<file path="src/rtl/i2c_rts_pkg.sv">
package i2c_rts_pkg;

  // Default widths of the transfer counter and the reply timer.
  localparam int unsigned COUNT_BITS_DEF   = 16;
  localparam int unsigned TIMEOUT_BITS_DEF = 24;

  // Timeout limit after reset, in ticks.
  localparam logic [31:0] TIMEOUT_RESET = 32'd100000;

  // Result buffer geometry.
  localparam int unsigned MAX_RES    = 3;
  localparam int unsigned FIFO_DEPTH = 4;
  localparam int unsigned FIFO_AW    = $clog2(FIFO_DEPTH);
  localparam int unsigned FIFO_CW    = $clog2(FIFO_DEPTH + 1);

  typedef enum logic [2:0] {
    FN_WRITE   = 3'd0,
    FN_READ    = 3'd1,
    FN_PAYLOAD = 3'd2,
    FN_REPLY   = 3'd3,
    FN_TICK    = 3'd4
  } func_e;

  typedef enum logic [3:0] {
    OP_WAIT_IDLE = 4'd0,
    OP_START     = 4'd1,
    OP_SEND      = 4'd2,
    OP_READ_ACK  = 4'd3,
    OP_READ_NACK = 4'd4,
    OP_WAIT_DONE = 4'd5,
    OP_STOP      = 4'd6,
    OP_REPORT    = 4'd7,
    OP_NEED_PAY  = 4'd8,
    OP_DATA_OUT  = 4'd9
  } bus_op_e;

  typedef enum logic [1:0] {
    ST_OK      = 2'd0,
    ST_ERROR   = 2'd1,
    ST_TIMEOUT = 2'd2,
    ST_INVALID = 2'd3
  } status_e;

  typedef struct packed {
    logic [2:0]  func;
    logic [6:0]  device_address;
    logic [15:0] register_address;
    logic [15:0] byte_count;
    logic [7:0]  payload_byte;
    logic        reply_status;
    logic [7:0]  read_byte;
  } in_item_t;

  typedef struct packed {
    bus_op_e     op;
    logic [7:0]  data;
    status_e     status;
    logic        last;
  } res_t;

  // Up to three results produced by one item, entry 0 first.
  typedef struct packed {
    logic [1:0]           num;
    res_t [MAX_RES-1:0]   ent;
  } bundle_t;

  function automatic res_t mk_res(bus_op_e op, logic [7:0] data, status_e st);
    res_t r;
    r.op     = op;
    r.data   = data;
    r.status = st;
    r.last   = 1'b0;
    return r;
  endfunction

endpackage

</file>
<file path="src/rtl/i2c_rts_if.sv">
interface i2c_rts_req_if;
  logic        valid;
  logic        ready;
  logic [2:0]  func;
  logic [6:0]  device_address;
  logic [15:0] register_address;
  logic [15:0] byte_count;
  logic [7:0]  payload_byte;
  logic        reply_status;
  logic [7:0]  read_byte;

  modport source (
    output valid, func, device_address, register_address, byte_count,
           payload_byte, reply_status, read_byte,
    input  ready
  );
  modport sink (
    input  valid, func, device_address, register_address, byte_count,
           payload_byte, reply_status, read_byte,
    output ready
  );
endinterface

interface i2c_rts_rsp_if;
  logic       valid;
  logic       ready;
  logic [3:0] bus_op;
  logic [7:0] out_byte;
  logic [1:0] status;
  logic       last;

  modport source (
    output valid, bus_op, out_byte, status, last,
    input  ready
  );
  modport sink (
    input  valid, bus_op, out_byte, status, last,
    output ready
  );
endinterface

</file>
<file path="src/rtl/i2c_rts_seq.sv">
module i2c_rts_seq #(
  parameter int unsigned COUNT_BITS   = i2c_rts_pkg::COUNT_BITS_DEF,
  parameter int unsigned TIMEOUT_BITS = i2c_rts_pkg::TIMEOUT_BITS_DEF
) (
  input  logic                      clk_i,
  input  logic                      rst_ni,
  input  logic                      cfg_we_i,
  input  logic [TIMEOUT_BITS-1:0]   cfg_wdata_i,
  input  logic                      accept_i,
  input  i2c_rts_pkg::in_item_t     item_i,
  output i2c_rts_pkg::bundle_t      bundle_o
);
  import i2c_rts_pkg::*;

  typedef enum logic [4:0] {
    PH_IDLE, PH_WBUSY, PH_START1, PH_ADDRW, PH_REGHI, PH_REGLO,
    PH_NEEDPAY, PH_SENDDATA, PH_WDONE, PH_START2, PH_ADDRR, PH_READING
  } phase_e;

  phase_e                    phase_q, phase_d;
  logic [6:0]                tgt_q, tgt_d;
  logic [15:0]               reg_q, reg_d;
  logic [COUNT_BITS-1:0]     left_q, left_d;
  logic                      is_read_q, is_read_d;
  logic [TIMEOUT_BITS-1:0]   wait_q, wait_d;
  logic [TIMEOUT_BITS-1:0]   limit_q;

  logic [COUNT_BITS-1:0]     left_new;
  logic [COUNT_BITS-1:0]     left_dec;
  logic [TIMEOUT_BITS-1:0]   wait_inc;
  logic                      waiting;
  logic [1:0]                num;
  logic [1:0]                num_m1;
  res_t [MAX_RES-1:0]        res;

  assign left_new = COUNT_BITS'(item_i.byte_count);
  assign left_dec = left_q - COUNT_BITS'(1);
  assign wait_inc = wait_q + TIMEOUT_BITS'(1);
  assign waiting  = (phase_q != PH_IDLE) && (phase_q != PH_NEEDPAY);
  assign num_m1   = num - 2'd1;

  always_comb begin
    phase_d   = phase_q;
    tgt_d     = tgt_q;
    reg_d     = reg_q;
    left_d    = left_q;
    is_read_d = is_read_q;
    wait_d    = wait_q;
    num       = 2'd0;
    for (int k = 0; k < MAX_RES; k++) begin
      res[k] = mk_res(OP_WAIT_IDLE, 8'h00, ST_OK);
    end

    case (item_i.func)
      FN_WRITE, FN_READ: begin
        if (phase_q == PH_IDLE) begin
          tgt_d     = item_i.device_address;
          reg_d     = item_i.register_address;
          left_d    = left_new;
          is_read_d = (item_i.func == FN_READ);
          if ((item_i.func == FN_READ) && (left_new == '0)) begin
            res[0] = mk_res(OP_REPORT, 8'h00, ST_INVALID);
            num    = 2'd1;
          end else begin
            phase_d = PH_WBUSY;
            wait_d  = '0;
            res[0]  = mk_res(OP_WAIT_IDLE, 8'h00, ST_OK);
            num     = 2'd1;
          end
        end
      end
      FN_PAYLOAD: begin
        if (phase_q == PH_NEEDPAY) begin
          left_d  = left_dec;
          phase_d = PH_SENDDATA;
          wait_d  = '0;
          res[0]  = mk_res(OP_SEND, item_i.payload_byte, ST_OK);
          num     = 2'd1;
        end
      end
      FN_REPLY: begin
        if (waiting && !item_i.reply_status) begin
          wait_d = '0;
          num    = 2'd1;
          case (phase_q)
            PH_WBUSY: begin
              phase_d = PH_START1;
              res[0]  = mk_res(OP_START, 8'h00, ST_OK);
            end
            PH_START1: begin
              phase_d = PH_ADDRW;
              res[0]  = mk_res(OP_SEND, {tgt_q, 1'b0}, ST_OK);
            end
            PH_ADDRW: begin
              phase_d = PH_REGHI;
              res[0]  = mk_res(OP_SEND, reg_q[15:8], ST_OK);
            end
            PH_REGHI: begin
              phase_d = PH_REGLO;
              res[0]  = mk_res(OP_SEND, reg_q[7:0], ST_OK);
            end
            PH_REGLO, PH_SENDDATA: begin
              if (is_read_q && (phase_q == PH_REGLO)) begin
                phase_d = PH_START2;
                res[0]  = mk_res(OP_START, 8'h00, ST_OK);
              end else if (left_q == '0) begin
                phase_d = PH_WDONE;
                res[0]  = mk_res(OP_WAIT_DONE, 8'h00, ST_OK);
              end else begin
                // Payload requests leave the reply timer as it stands.
                phase_d = PH_NEEDPAY;
                wait_d  = wait_q;
                res[0]  = mk_res(OP_NEED_PAY, 8'h00, ST_OK);
              end
            end
            PH_WDONE: begin
              phase_d = PH_IDLE;
              res[0]  = mk_res(OP_STOP, 8'h00, ST_OK);
              res[1]  = mk_res(OP_REPORT, 8'h00, ST_OK);
              num     = 2'd2;
            end
            PH_START2: begin
              phase_d = PH_ADDRR;
              res[0]  = mk_res(OP_SEND, {tgt_q, 1'b1}, ST_OK);
            end
            PH_ADDRR: begin
              phase_d = PH_READING;
              res[0]  = mk_res((left_q == COUNT_BITS'(1)) ? OP_READ_NACK : OP_READ_ACK,
                               8'h00, ST_OK);
            end
            PH_READING: begin
              left_d = left_dec;
              res[0] = mk_res(OP_DATA_OUT, item_i.read_byte, ST_OK);
              if (left_dec == '0) begin
                phase_d = PH_IDLE;
                res[1]  = mk_res(OP_STOP, 8'h00, ST_OK);
                res[2]  = mk_res(OP_REPORT, 8'h00, ST_OK);
                num     = 2'd3;
              end else begin
                res[1] = mk_res((left_dec == COUNT_BITS'(1)) ? OP_READ_NACK
                                                             : OP_READ_ACK,
                                8'h00, ST_OK);
                num    = 2'd2;
              end
            end
            default: begin
              wait_d = wait_q;
              num    = 2'd0;
            end
          endcase
        end else if (waiting) begin
          // Fault reply: no stop while still waiting for a free bus.
          phase_d = PH_IDLE;
          wait_d  = '0;
          if (phase_q == PH_WBUSY) begin
            res[0] = mk_res(OP_REPORT, 8'h00, ST_ERROR);
            num    = 2'd1;
          end else begin
            res[0] = mk_res(OP_STOP, 8'h00, ST_OK);
            res[1] = mk_res(OP_REPORT, 8'h00,
                            (phase_q == PH_WDONE) ? ST_TIMEOUT : ST_ERROR);
            num    = 2'd2;
          end
        end
      end
      FN_TICK: begin
        if (waiting) begin
          wait_d = wait_inc;
          // A wrap to zero also aborts; a zero limit acts as one, since the first tick already meets it.
          if ((wait_inc >= limit_q) || (wait_inc == '0)) begin
            phase_d = PH_IDLE;
            wait_d  = '0;
            if (phase_q == PH_WBUSY) begin
              res[0] = mk_res(OP_REPORT, 8'h00, ST_TIMEOUT);
              num    = 2'd1;
            end else begin
              res[0] = mk_res(OP_STOP, 8'h00, ST_OK);
              res[1] = mk_res(OP_REPORT, 8'h00,
                              (phase_q == PH_WDONE) ? ST_TIMEOUT : ST_ERROR);
              num    = 2'd2;
            end
          end
        end
      end
      default: begin
        num = 2'd0;
      end
    endcase

    for (int k = 0; k < MAX_RES; k++) begin
      res[k].last = (2'(k) == num_m1);
    end
  end

  assign bundle_o.num = accept_i ? num : 2'd0;
  assign bundle_o.ent = res;

  always_ff @(posedge clk_i or negedge rst_ni) begin
    if (!rst_ni) begin
      phase_q   <= PH_IDLE;
      tgt_q     <= '0;
      reg_q     <= '0;
      left_q    <= '0;
      is_read_q <= 1'b0;
      wait_q    <= '0;
      limit_q   <= TIMEOUT_RESET[TIMEOUT_BITS-1:0];
    end else begin
      if (cfg_we_i) begin
        limit_q <= cfg_wdata_i;
      end
      if (accept_i) begin
        phase_q   <= phase_d;
        tgt_q     <= tgt_d;
        reg_q     <= reg_d;
        left_q    <= left_d;
        is_read_q <= is_read_d;
        wait_q    <= wait_d;
      end
    end
  end

endmodule

</file>
<file path="src/rtl/i2c_rts_rbuf.sv">
module i2c_rts_rbuf (
  input  logic                  clk_i,
  input  logic                  rst_ni,
  input  i2c_rts_pkg::bundle_t  push_i,
  output logic                  room_o,
  output logic                  valid_o,
  input  logic                  pop_i,
  output i2c_rts_pkg::res_t     head_o
);
  import i2c_rts_pkg::*;

  res_t                 mem_q [FIFO_DEPTH];
  logic [FIFO_AW-1:0]   wr_ptr_q, wr_ptr_d;
  logic [FIFO_AW-1:0]   rd_ptr_q, rd_ptr_d;
  logic [FIFO_CW-1:0]   cnt_q, cnt_d;
  logic                 pop;

  // Room for a whole bundle of three while one result may still sit here.
  assign room_o  = (cnt_q <= FIFO_CW'(FIFO_DEPTH - MAX_RES));
  assign valid_o = (cnt_q != '0);
  assign head_o  = mem_q[rd_ptr_q];
  assign pop     = pop_i && valid_o;

  assign wr_ptr_d = wr_ptr_q + FIFO_AW'(push_i.num);
  assign rd_ptr_d = rd_ptr_q + FIFO_AW'(pop);
  assign cnt_d    = cnt_q + FIFO_CW'(push_i.num) - FIFO_CW'(pop);

  always_ff @(posedge clk_i) begin
    for (int k = 0; k < MAX_RES; k++) begin
      if (2'(k) < push_i.num) begin
        mem_q[wr_ptr_q + FIFO_AW'(k)] <= push_i.ent[k];
      end
    end
  end

  always_ff @(posedge clk_i or negedge rst_ni) begin
    if (!rst_ni) begin
      wr_ptr_q <= '0;
      rd_ptr_q <= '0;
      cnt_q    <= '0;
    end else begin
      wr_ptr_q <= wr_ptr_d;
      rd_ptr_q <= rd_ptr_d;
      cnt_q    <= cnt_d;
    end
  end

endmodule

</file>
<file path="src/rtl/i2c_register_transaction_sequencer_core.sv">
// Channel  | Dir | Handshake     | Carries
// ---------+-----+---------------+-----------------------------------------------
// req_i    | in  | valid / ready | func, addresses, byte count, payload, reply
// rsp_o    | out | valid / ready | bus_op, out_byte, status, last
// cfg      | in  | cfg_we_i      | timeout_limit, no read-back
//
// An item is taken on a handshake: the sequencer state updates at that edge and its zero
// to three results enter a four-entry result buffer at the same edge, visible next cycle.
// One item per cycle is sustained while each item yields at most one result and the sink
// takes one per cycle; an item with more than one result holds the input until one is left.
// Reset is asynchronous and active low: sequencer idle, buffer empty, default limit loaded.
// req_i.ready drops once fewer than three slots are free; it never depends on rsp_o.ready.
module i2c_register_transaction_sequencer_core #(
  parameter int unsigned COUNT_BITS   = i2c_rts_pkg::COUNT_BITS_DEF,
  parameter int unsigned TIMEOUT_BITS = i2c_rts_pkg::TIMEOUT_BITS_DEF
) (
  input  logic                    clk_i,
  input  logic                    rst_ni,
  input  logic                    cfg_we_i,
  input  logic [TIMEOUT_BITS-1:0] cfg_wdata_i,
  i2c_rts_req_if.sink             req_i,
  i2c_rts_rsp_if.source           rsp_o
);
  import i2c_rts_pkg::*;

  in_item_t  item;
  bundle_t   bundle;
  res_t      head;
  logic      room;
  logic      accept;

  // Input fields gathered into one item for the sequencer.
  assign item.func             = req_i.func;
  assign item.device_address   = req_i.device_address;
  assign item.register_address = req_i.register_address;
  assign item.byte_count       = req_i.byte_count;
  assign item.payload_byte     = req_i.payload_byte;
  assign item.reply_status     = req_i.reply_status;
  assign item.read_byte        = req_i.read_byte;

  assign req_i.ready = room;
  assign accept      = req_i.valid && room;

  // Decodes the item against the transfer phase and builds its results.
  i2c_rts_seq #(
    .COUNT_BITS   (COUNT_BITS),
    .TIMEOUT_BITS (TIMEOUT_BITS)
  ) u_seq (
    .clk_i       (clk_i),
    .rst_ni      (rst_ni),
    .cfg_we_i    (cfg_we_i),
    .cfg_wdata_i (cfg_wdata_i),
    .accept_i    (accept),
    .item_i      (item),
    .bundle_o    (bundle)
  );

  // Holds results and hands them out one per handshake, in order.
  i2c_rts_rbuf u_rbuf (
    .clk_i   (clk_i),
    .rst_ni  (rst_ni),
    .push_i  (bundle),
    .room_o  (room),
    .valid_o (rsp_o.valid),
    .pop_i   (rsp_o.ready),
    .head_o  (head)
  );

  assign rsp_o.bus_op   = head.op;
  assign rsp_o.out_byte = head.data;
  assign rsp_o.status   = head.status;
  assign rsp_o.last     = head.last;

endmodule

</file>
<file path="src/flat_wrapper.sv">
// flat-port wrapper written by rule: the top's interface ports become plain ports
module i2c_register_transaction_sequencer_core_flat import i2c_rts_pkg::*;
#(
  parameter int unsigned COUNT_BITS   = i2c_rts_pkg::COUNT_BITS_DEF,
  parameter int unsigned TIMEOUT_BITS = i2c_rts_pkg::TIMEOUT_BITS_DEF
)
  (clk_i, rst_ni, cfg_we_i, cfg_wdata_i, req_i_valid, req_i_func, req_i_device_address, req_i_register_address, req_i_byte_count, req_i_payload_byte, req_i_reply_status, req_i_read_byte, req_i_ready, rsp_o_valid, rsp_o_bus_op, rsp_o_out_byte, rsp_o_status, rsp_o_last, rsp_o_ready);
  i2c_rts_req_if req_i_i ();
  i2c_rts_rsp_if rsp_o_i ();
  input  logic clk_i;
  input  logic rst_ni;
  input  logic cfg_we_i;
  input  logic [TIMEOUT_BITS-1:0] cfg_wdata_i;
  input wire logic [$bits(req_i_i.valid)-1:0] req_i_valid;
  input wire logic [$bits(req_i_i.func)-1:0] req_i_func;
  input wire logic [$bits(req_i_i.device_address)-1:0] req_i_device_address;
  input wire logic [$bits(req_i_i.register_address)-1:0] req_i_register_address;
  input wire logic [$bits(req_i_i.byte_count)-1:0] req_i_byte_count;
  input wire logic [$bits(req_i_i.payload_byte)-1:0] req_i_payload_byte;
  input wire logic [$bits(req_i_i.reply_status)-1:0] req_i_reply_status;
  input wire logic [$bits(req_i_i.read_byte)-1:0] req_i_read_byte;
  output wire logic [$bits(req_i_i.ready)-1:0] req_i_ready;
  output wire logic [$bits(rsp_o_i.valid)-1:0] rsp_o_valid;
  output wire logic [$bits(rsp_o_i.bus_op)-1:0] rsp_o_bus_op;
  output wire logic [$bits(rsp_o_i.out_byte)-1:0] rsp_o_out_byte;
  output wire logic [$bits(rsp_o_i.status)-1:0] rsp_o_status;
  output wire logic [$bits(rsp_o_i.last)-1:0] rsp_o_last;
  input wire logic [$bits(rsp_o_i.ready)-1:0] rsp_o_ready;
  assign req_i_i.valid = req_i_valid;
  assign req_i_i.func = req_i_func;
  assign req_i_i.device_address = req_i_device_address;
  assign req_i_i.register_address = req_i_register_address;
  assign req_i_i.byte_count = req_i_byte_count;
  assign req_i_i.payload_byte = req_i_payload_byte;
  assign req_i_i.reply_status = req_i_reply_status;
  assign req_i_i.read_byte = req_i_read_byte;
  assign req_i_ready = req_i_i.ready;
  assign rsp_o_valid = rsp_o_i.valid;
  assign rsp_o_bus_op = rsp_o_i.bus_op;
  assign rsp_o_out_byte = rsp_o_i.out_byte;
  assign rsp_o_status = rsp_o_i.status;
  assign rsp_o_last = rsp_o_i.last;
  assign rsp_o_i.ready = rsp_o_ready;
  i2c_register_transaction_sequencer_core #(.COUNT_BITS(COUNT_BITS), .TIMEOUT_BITS(TIMEOUT_BITS)) u_core (.clk_i(clk_i), .rst_ni(rst_ni), .cfg_we_i(cfg_we_i), .cfg_wdata_i(cfg_wdata_i), .req_i(req_i_i), .rsp_o(rsp_o_i));
endmodule
</file>
<file path="config.mk">
export PLATFORM = sky130hd
export DESIGN_NAME = i2c_register_transaction_sequencer_core_flat
export DESIGN_NICKNAME = d
export VERILOG_FILES = /design/src/rtl/i2c_rts_pkg.sv /design/src/rtl/i2c_rts_if.sv /design/src/rtl/i2c_rts_seq.sv /design/src/rtl/i2c_rts_rbuf.sv /design/src/rtl/i2c_register_transaction_sequencer_core.sv /design/src/flat_wrapper.sv
export SDC_FILE = /design/constraint.sdc
export NUM_CORES = 1
export LEC_CHECK = 0
export ABC_AREA = 1
export BUFFER_PORTS_ARGS = -buffer_cell sky130_fd_sc_hd__buf_2
export CORE_AREA = 3 3 141 170
export DETAILED_ROUTE_END_ITERATION = 16
export DIE_AREA = 0 0 144 173
export GPL_TIMING_DRIVEN = 0
export PLACE_DENSITY_LB_ADDON = 0.05
export SYNTH_ARGS = -nofsm -noshare
export SYNTH_HDL_FRONTEND = slang
export SYNTH_HIERARCHICAL = 1
export SYNTH_SLANG_ARGS = --single-unit
</file>
<file path="constraint.sdc">
create_clock -name clk_i -period 11.24 [get_ports clk_i]
set_clock_uncertainty 0.1 [all_clocks]
set_input_delay 2.248 -clock clk_i [delete_from_list [all_inputs] [get_ports clk_i]]
set_output_delay 2.248 -clock clk_i [all_outputs]
set_load 0.05 [all_outputs]
</file>
; After elaboration in Yosys (flattened, before gate mapping)
; Memory sizes are Yosys's and may differ from the RTL's.
; Index checks and enable logic that the tools add are counted.
[op_classes]
add_sub_neg = 9
n_mul = 0
div_mod_pow = 0
magnitude_cmp = 5
eq_ne = 32
shift = 0
n_mux = 69
n_bitwise = 0
reduce_logical = 27
[ops]
columns = cell, count
row1 = $mux W24, 9
row2 = $pmux W15 S9, 1
row3 = $mux W30, 4
row4 = $pmux W24 S4, 1
row5 = $mux W15, 5
row6 = $mux W14, 5
row7 = $mux W16, 4
row8 = $pmux W15 S4, 1
row9 = $logic_not A16 Y1, 3
row10 = $pmux W16 S3, 1
row11 = $pmux W24 S2, 1
row12 = $pmux W5 S9, 1
row13 = $mux W5, 8
row14 = $eq A16 B1 Y1 const B, 2
row15 = $pmux W15 S2, 1
row16 = $pmux W14 S2, 1
row17 = $add A24 B1 Y24 const B, 1
row18 = $ge A24 B24 Y1, 1
row19 = $logic_not A24 Y1, 1
row20 = $mux W12, 2
row21 = $eq A5 B3 Y1 const B, 4
row22 = $eq A5 B4 Y1 const B, 4
row23 = $pmux W5 S4, 1
row24 = $reduce_or A8 Y1, 2
row25 = 47 further kinds, 78
[totals]
regBits = 100
latchBits = 0
ramBits = 60
romBits = 0
inputBits = 88
output_inout_bits = 17
wordCells = 153
memories = 1
[mem_list]
columns = name, depth, width, read_ports, rd_ports_with_merged_regs, wr, line_no
row1 = u_core.u_rbuf.mem_q, 4, 15, 1, 0, 3, i2c_rts_rbuf.sv:12  ; res_t mem_q [FIFO_DEPTH];

; Longest topological paths before layout
[depth]
ltp_word = 10
depth_mapped = 28
ltp_nobuf = 27

; By module
; Netlist, hierarchy kept.
[modules_own_cells]
columns = module, n_inst, cells_per_inst, area_per_inst_um2, seq_area_each_um2
row1 = i2c_rts_seq, 1, 1051, 6825.3, 2309.7
row2 = i2c_rts_rbuf, 1, 588, 4364.2, 1976.9
row3 = i2c_register_transaction_sequencer_core, 1, 2, 7.5, 0.0

; Least setup slack after synthesis
; No wires, ideal clock.
[synth_path]
kind = input to register
startpoint = input req_i_func[1]
endpoint = memory u_core/u_rbuf/mem_q[1][0] in the netlist's numbering (enable)
t_arrival_ps = 5306
slack_ps = 5424
path_stages = 14
path_buffers = 1
cell_sequence = inv_1 nor2_1 nand2_1 nor2_1 inv_1 a21oi_1 nand2_1 nand2_1 inv_1 nor2_1 buf_6 inv_1 nand2_1 a21boi_0
[synth_rtl]
columns = element, line_no
row1 = from (decl), flat_wrapper.sv:15  ; input wire logic [$bits(req_i_i.func)-1:0] req_i_func;
row2 = to (decl), i2c_rts_rbuf.sv:12

==> results.md <==
* Worst Hold End: u_core/u_rbuf/rd_ptr_q[1]$_DFF_PN0_
* Worst Path Required at 11190 ps
* Row Count at 60
* Clk network pwr share at 0.239
* Hold Slack at between 300 and 400 ps
* Die Y at 173 microns
* Setup repair bufs after CTS at 0
* Met2 global-route usage at 0.4474
* Comb pwr share at 0.411
* Vias at about 11000
* Number of max-cap violations at 0
* Peak VDD IR at between 100 and 150 uV
* Synthesis-to-layout area growth at 13.34%
* M1 GR Usage at 0.3093
* Final net count at roughly 1900
* WL/cell at approximately 15 microns
* Tot Pwr at approximately 2.2 mW
* Antenna diode count at 0
* Largest net degree at the start of global routing at between 60 and 70
* Critical Path Fanout Max at 15
* H-tree Lvls at 4
* Pwr/cell area at roughly 180 mW/mm^2
* Final Slew Violations at 0
* Crit path from: req_i_func[2]
* Worst hold path type: reg -> reg
* Vias per cell at slightly above 5
* Hold depth at 2
* Post-CTS Resized at 0
* Count of antenna-violating nets left after detailed routing at 0
* Setup TNS at 0 ps
* HP Start: u_core/u_rbuf/rd_ptr_q[1]$_DFF_PN0_
* Initial drt markers at 678
* Root Buffer: clkbuf_16
* Core area at approximately 0.022 sq mm
* Initial Utilization at 0.4988
* Library cells used by synthesis at between 40 and 50
* Vias in the first global route at approximately 10000
* WP data arrival at about 5700 ps
* Layout cell share with drive strength beyond 1 at 0.1297
* CTS tree: built
* Reg2reg path depth at 20
* Reg clk slew, reported paths at 60 ps
* Die Wd at ~140 microns
* Initial antenna violation count at 0
* First-pass GRT wire length at ~50000 microns
* Synth async-reset ratio at 0.6226
* Mux cell area share after synthesis at 0.001006
* Syn. warnings at 6
* Grt ovf at 0
* Commonest non-fill, non-tap cell in the layout: nand2_1
* Clk_lat worst skew at 430 ps
* Residual DRC at 0
* Final setup viols at 0
* Worst slack, placed at around 5000 ps
* Ys flop type: dfrtp_1
* Switching share of power at 0.4338
* RR Startpoint: u_core/u_seq/wait_q[0]$_DFFE_PN0P_
* Adder-cell share of the synthesized area at 0.03866
* Post-Synth XOR/XNOR Area at 0.003911
* Highest Clock Rate at approximately 170 MHz
* Switching power at between 0.9 and 1 mW
* Final core utilization at 0.5654
* Setup CP Type: in -> reg
* Number of buffers created by CTS at 17
* Grt peak-use layer: met2
* Max-slew headroom at 0.3360
* Reg power frac at 0.350
* RSZ-0062 raised after global routing: no
* GP Congestion at around 0.96
* Post-synthesis sequential area ratio at 0.3828
* Slew @ Worst Pin at between 900 and 1000 ps
* DR pass1 iterations at 5
* RR Endpoint: u_core/u_rbuf/mem_q[0][0]$_DFFE_PP_
* Most frequent cells in the layout: nand2_1 (615), inv_1 (177), nor2_1 (154)
* Top Ports at ~110
* # hold bufs at CTS at 0
* R2R Setup Slk at ~5700 ps
* Die area at ~0.025 sq mm
* Port bufs at around 100
* Compound-cell area share of the yosys netlist at 0.09297
* Cell area after layout at between 0.01 and 0.015 sq mm
* Final hold vios at 0
* CP startpoint kind: primary input
* Fin crit share at 0.5138
* Crit end category: flop
* Status: finished clean
* Final WL at ~30000 microns
* Post-Syn Area at approximately 0.011 sq mm
* Placed cell area at around 0.012 sq mm
* Final worst slack at approximately 5500 ps
* Internal at approximately 1.3 mW
* Leak at 6.670 nW
* Placed Cells at approximately 2000
* EDFF count, synth at 60
* GRT Overall Usage at 0.2486
* Clock tree sinks at between 150 and 200
* Yosys reg bits at 159
* Fin cells at roughly 2100
* Post-DP HPWL at between 20000 and 25000 microns
* Clk buf depth at 2
* Synthesized netlist cell count at 1641
* Crit path time final at between 5000 and 6000 ps
* GR Util met3 at 0.03402
* Average size of a mapped cell at 6.823 sq um
* Synth Area in Simple Gates at 0.3770
* Main combinational cell family by area after synthesis: simple AND/OR/NAND/NOR gates
==> cell usage after synthesis (6+ instances only) <==
cell type    n  area [sq um]
nor4_1       6         37.54
buf_4       26         195.2
nor3_1       6         30.03
nand4_1     31         193.9
nand3_1    144         720.7
o211ai_1     6         45.04
nand2_2      8         50.05
clkbuf_1    23         86.33
a21oi_1     30         150.1
inv_2        8         30.03
nand2_1    615          2308
buf_2       18         90.09
o21ai_0    120         600.6
nor2_1     154         578.1
dfstp_2      6         157.7
nor2_4       6         67.56
edfxtp_1    60          1802
ha_1        33         412.9
inv_1      177         664.4
a221oi_1     7         61.31
o22ai_1      7         43.79
dfrtp_1     93          2327
buf_6        7         78.83
nor2_2       7         43.79
==> power groups by stage <==
| stage | logic, mW | registers (mW) | clock network [mW] |
|---|---|---|---|
| floorplan | 0.689 | 0.774 | 0 |
| CTS | 0.919 | 0.779 | 0.546 |
| global placement | 0.903 | 0.788 | 0 |
| finish | 0.914 | 0.780 | 0.532 |
| detailed placement | 0.916 | 0.789 | 0 |
| global route | 1.04 | 0.794 | 0.569 |
==> worst max-delay path, cell delays in order <==
cell and delay, ps:
buf_2 150, nor2_1 360, inv_1 100, nor2_1 130, clkbuf_1 410, nand2_1 130, nand2_1 100, a21oi_1 70
a21oi_1 790, nand4_2 360, buf_2 300, nand3_1 570
==> layout make-up <==
| type | count | area, sq um |
|---|---|---|
| clock buffers | 23 | 457.9 |
| fillers | 2272 | 9756 |
| well taps | 279 | 349.1 |
| repair buffers | 104 | 545.5 |
| plain buffers | 76 | 457.9 |
| flip-flops and latches | 159 | 4287 |
| inverters | 186 | 698.2 |
| clock inverters | 9 | 62.56 |
| multi-input cells | 1239 | 5833 |
==> kinds of logic after synthesis <==
kind of cell	count (synthesis)
and+or+nand+nor	992
buffers and inverters	262
AOI/OAI and AO/OA	187
DFF	159
adders and majority gates	34
xor gates and xnor gates	5
other	1
muxes	1
==> layer usage <==
metal	wire length [microns]	part of all wire
met1	12950	0.43
met2	15690	0.52
met3	1094	0.036
met4	413	0.014
met5	0	0
==> state kept, by name (all words and copies together) (netlist names) <==
register and count:
u_core/u_rbuf/wr_ptr_q 2, u_core/u_rbuf/mem_q 60, u_core/u_seq/reg_q 16, u_core/u_seq/is_read_q 1, u_core/u_seq/phase_q 4, u_core/u_seq/limit_q 24, u_core/u_seq/left_q 16, u_core/u_rbuf/cnt_q 3
u_core/u_seq/wait_q 24, u_core/u_seq/tgt_q 7, u_core/u_rbuf/rd_ptr_q 2
==> how the worst max path moves through the flow <==
stage / endpoint / cells past startpoint
floorplan: u_core/u_rbuf/mem_q[1][0]$_DFFE_PP_ / 14
global route: u_core/u_rbuf/mem_q[0][6]$_DFFE_PP_ / 12
finish: u_core/u_rbuf/mem_q[0][0]$_DFFE_PP_ / 12
global placement: u_core/u_rbuf/mem_q[1][7]$_DFFE_PP_ / 11
detailed placement: u_core/u_rbuf/mem_q[3][5]$_DFFE_PP_ / 11
CTS: u_core/u_rbuf/mem_q[3][12]$_DFFE_PP_ / 11
(Power assumes the default switching activity.)
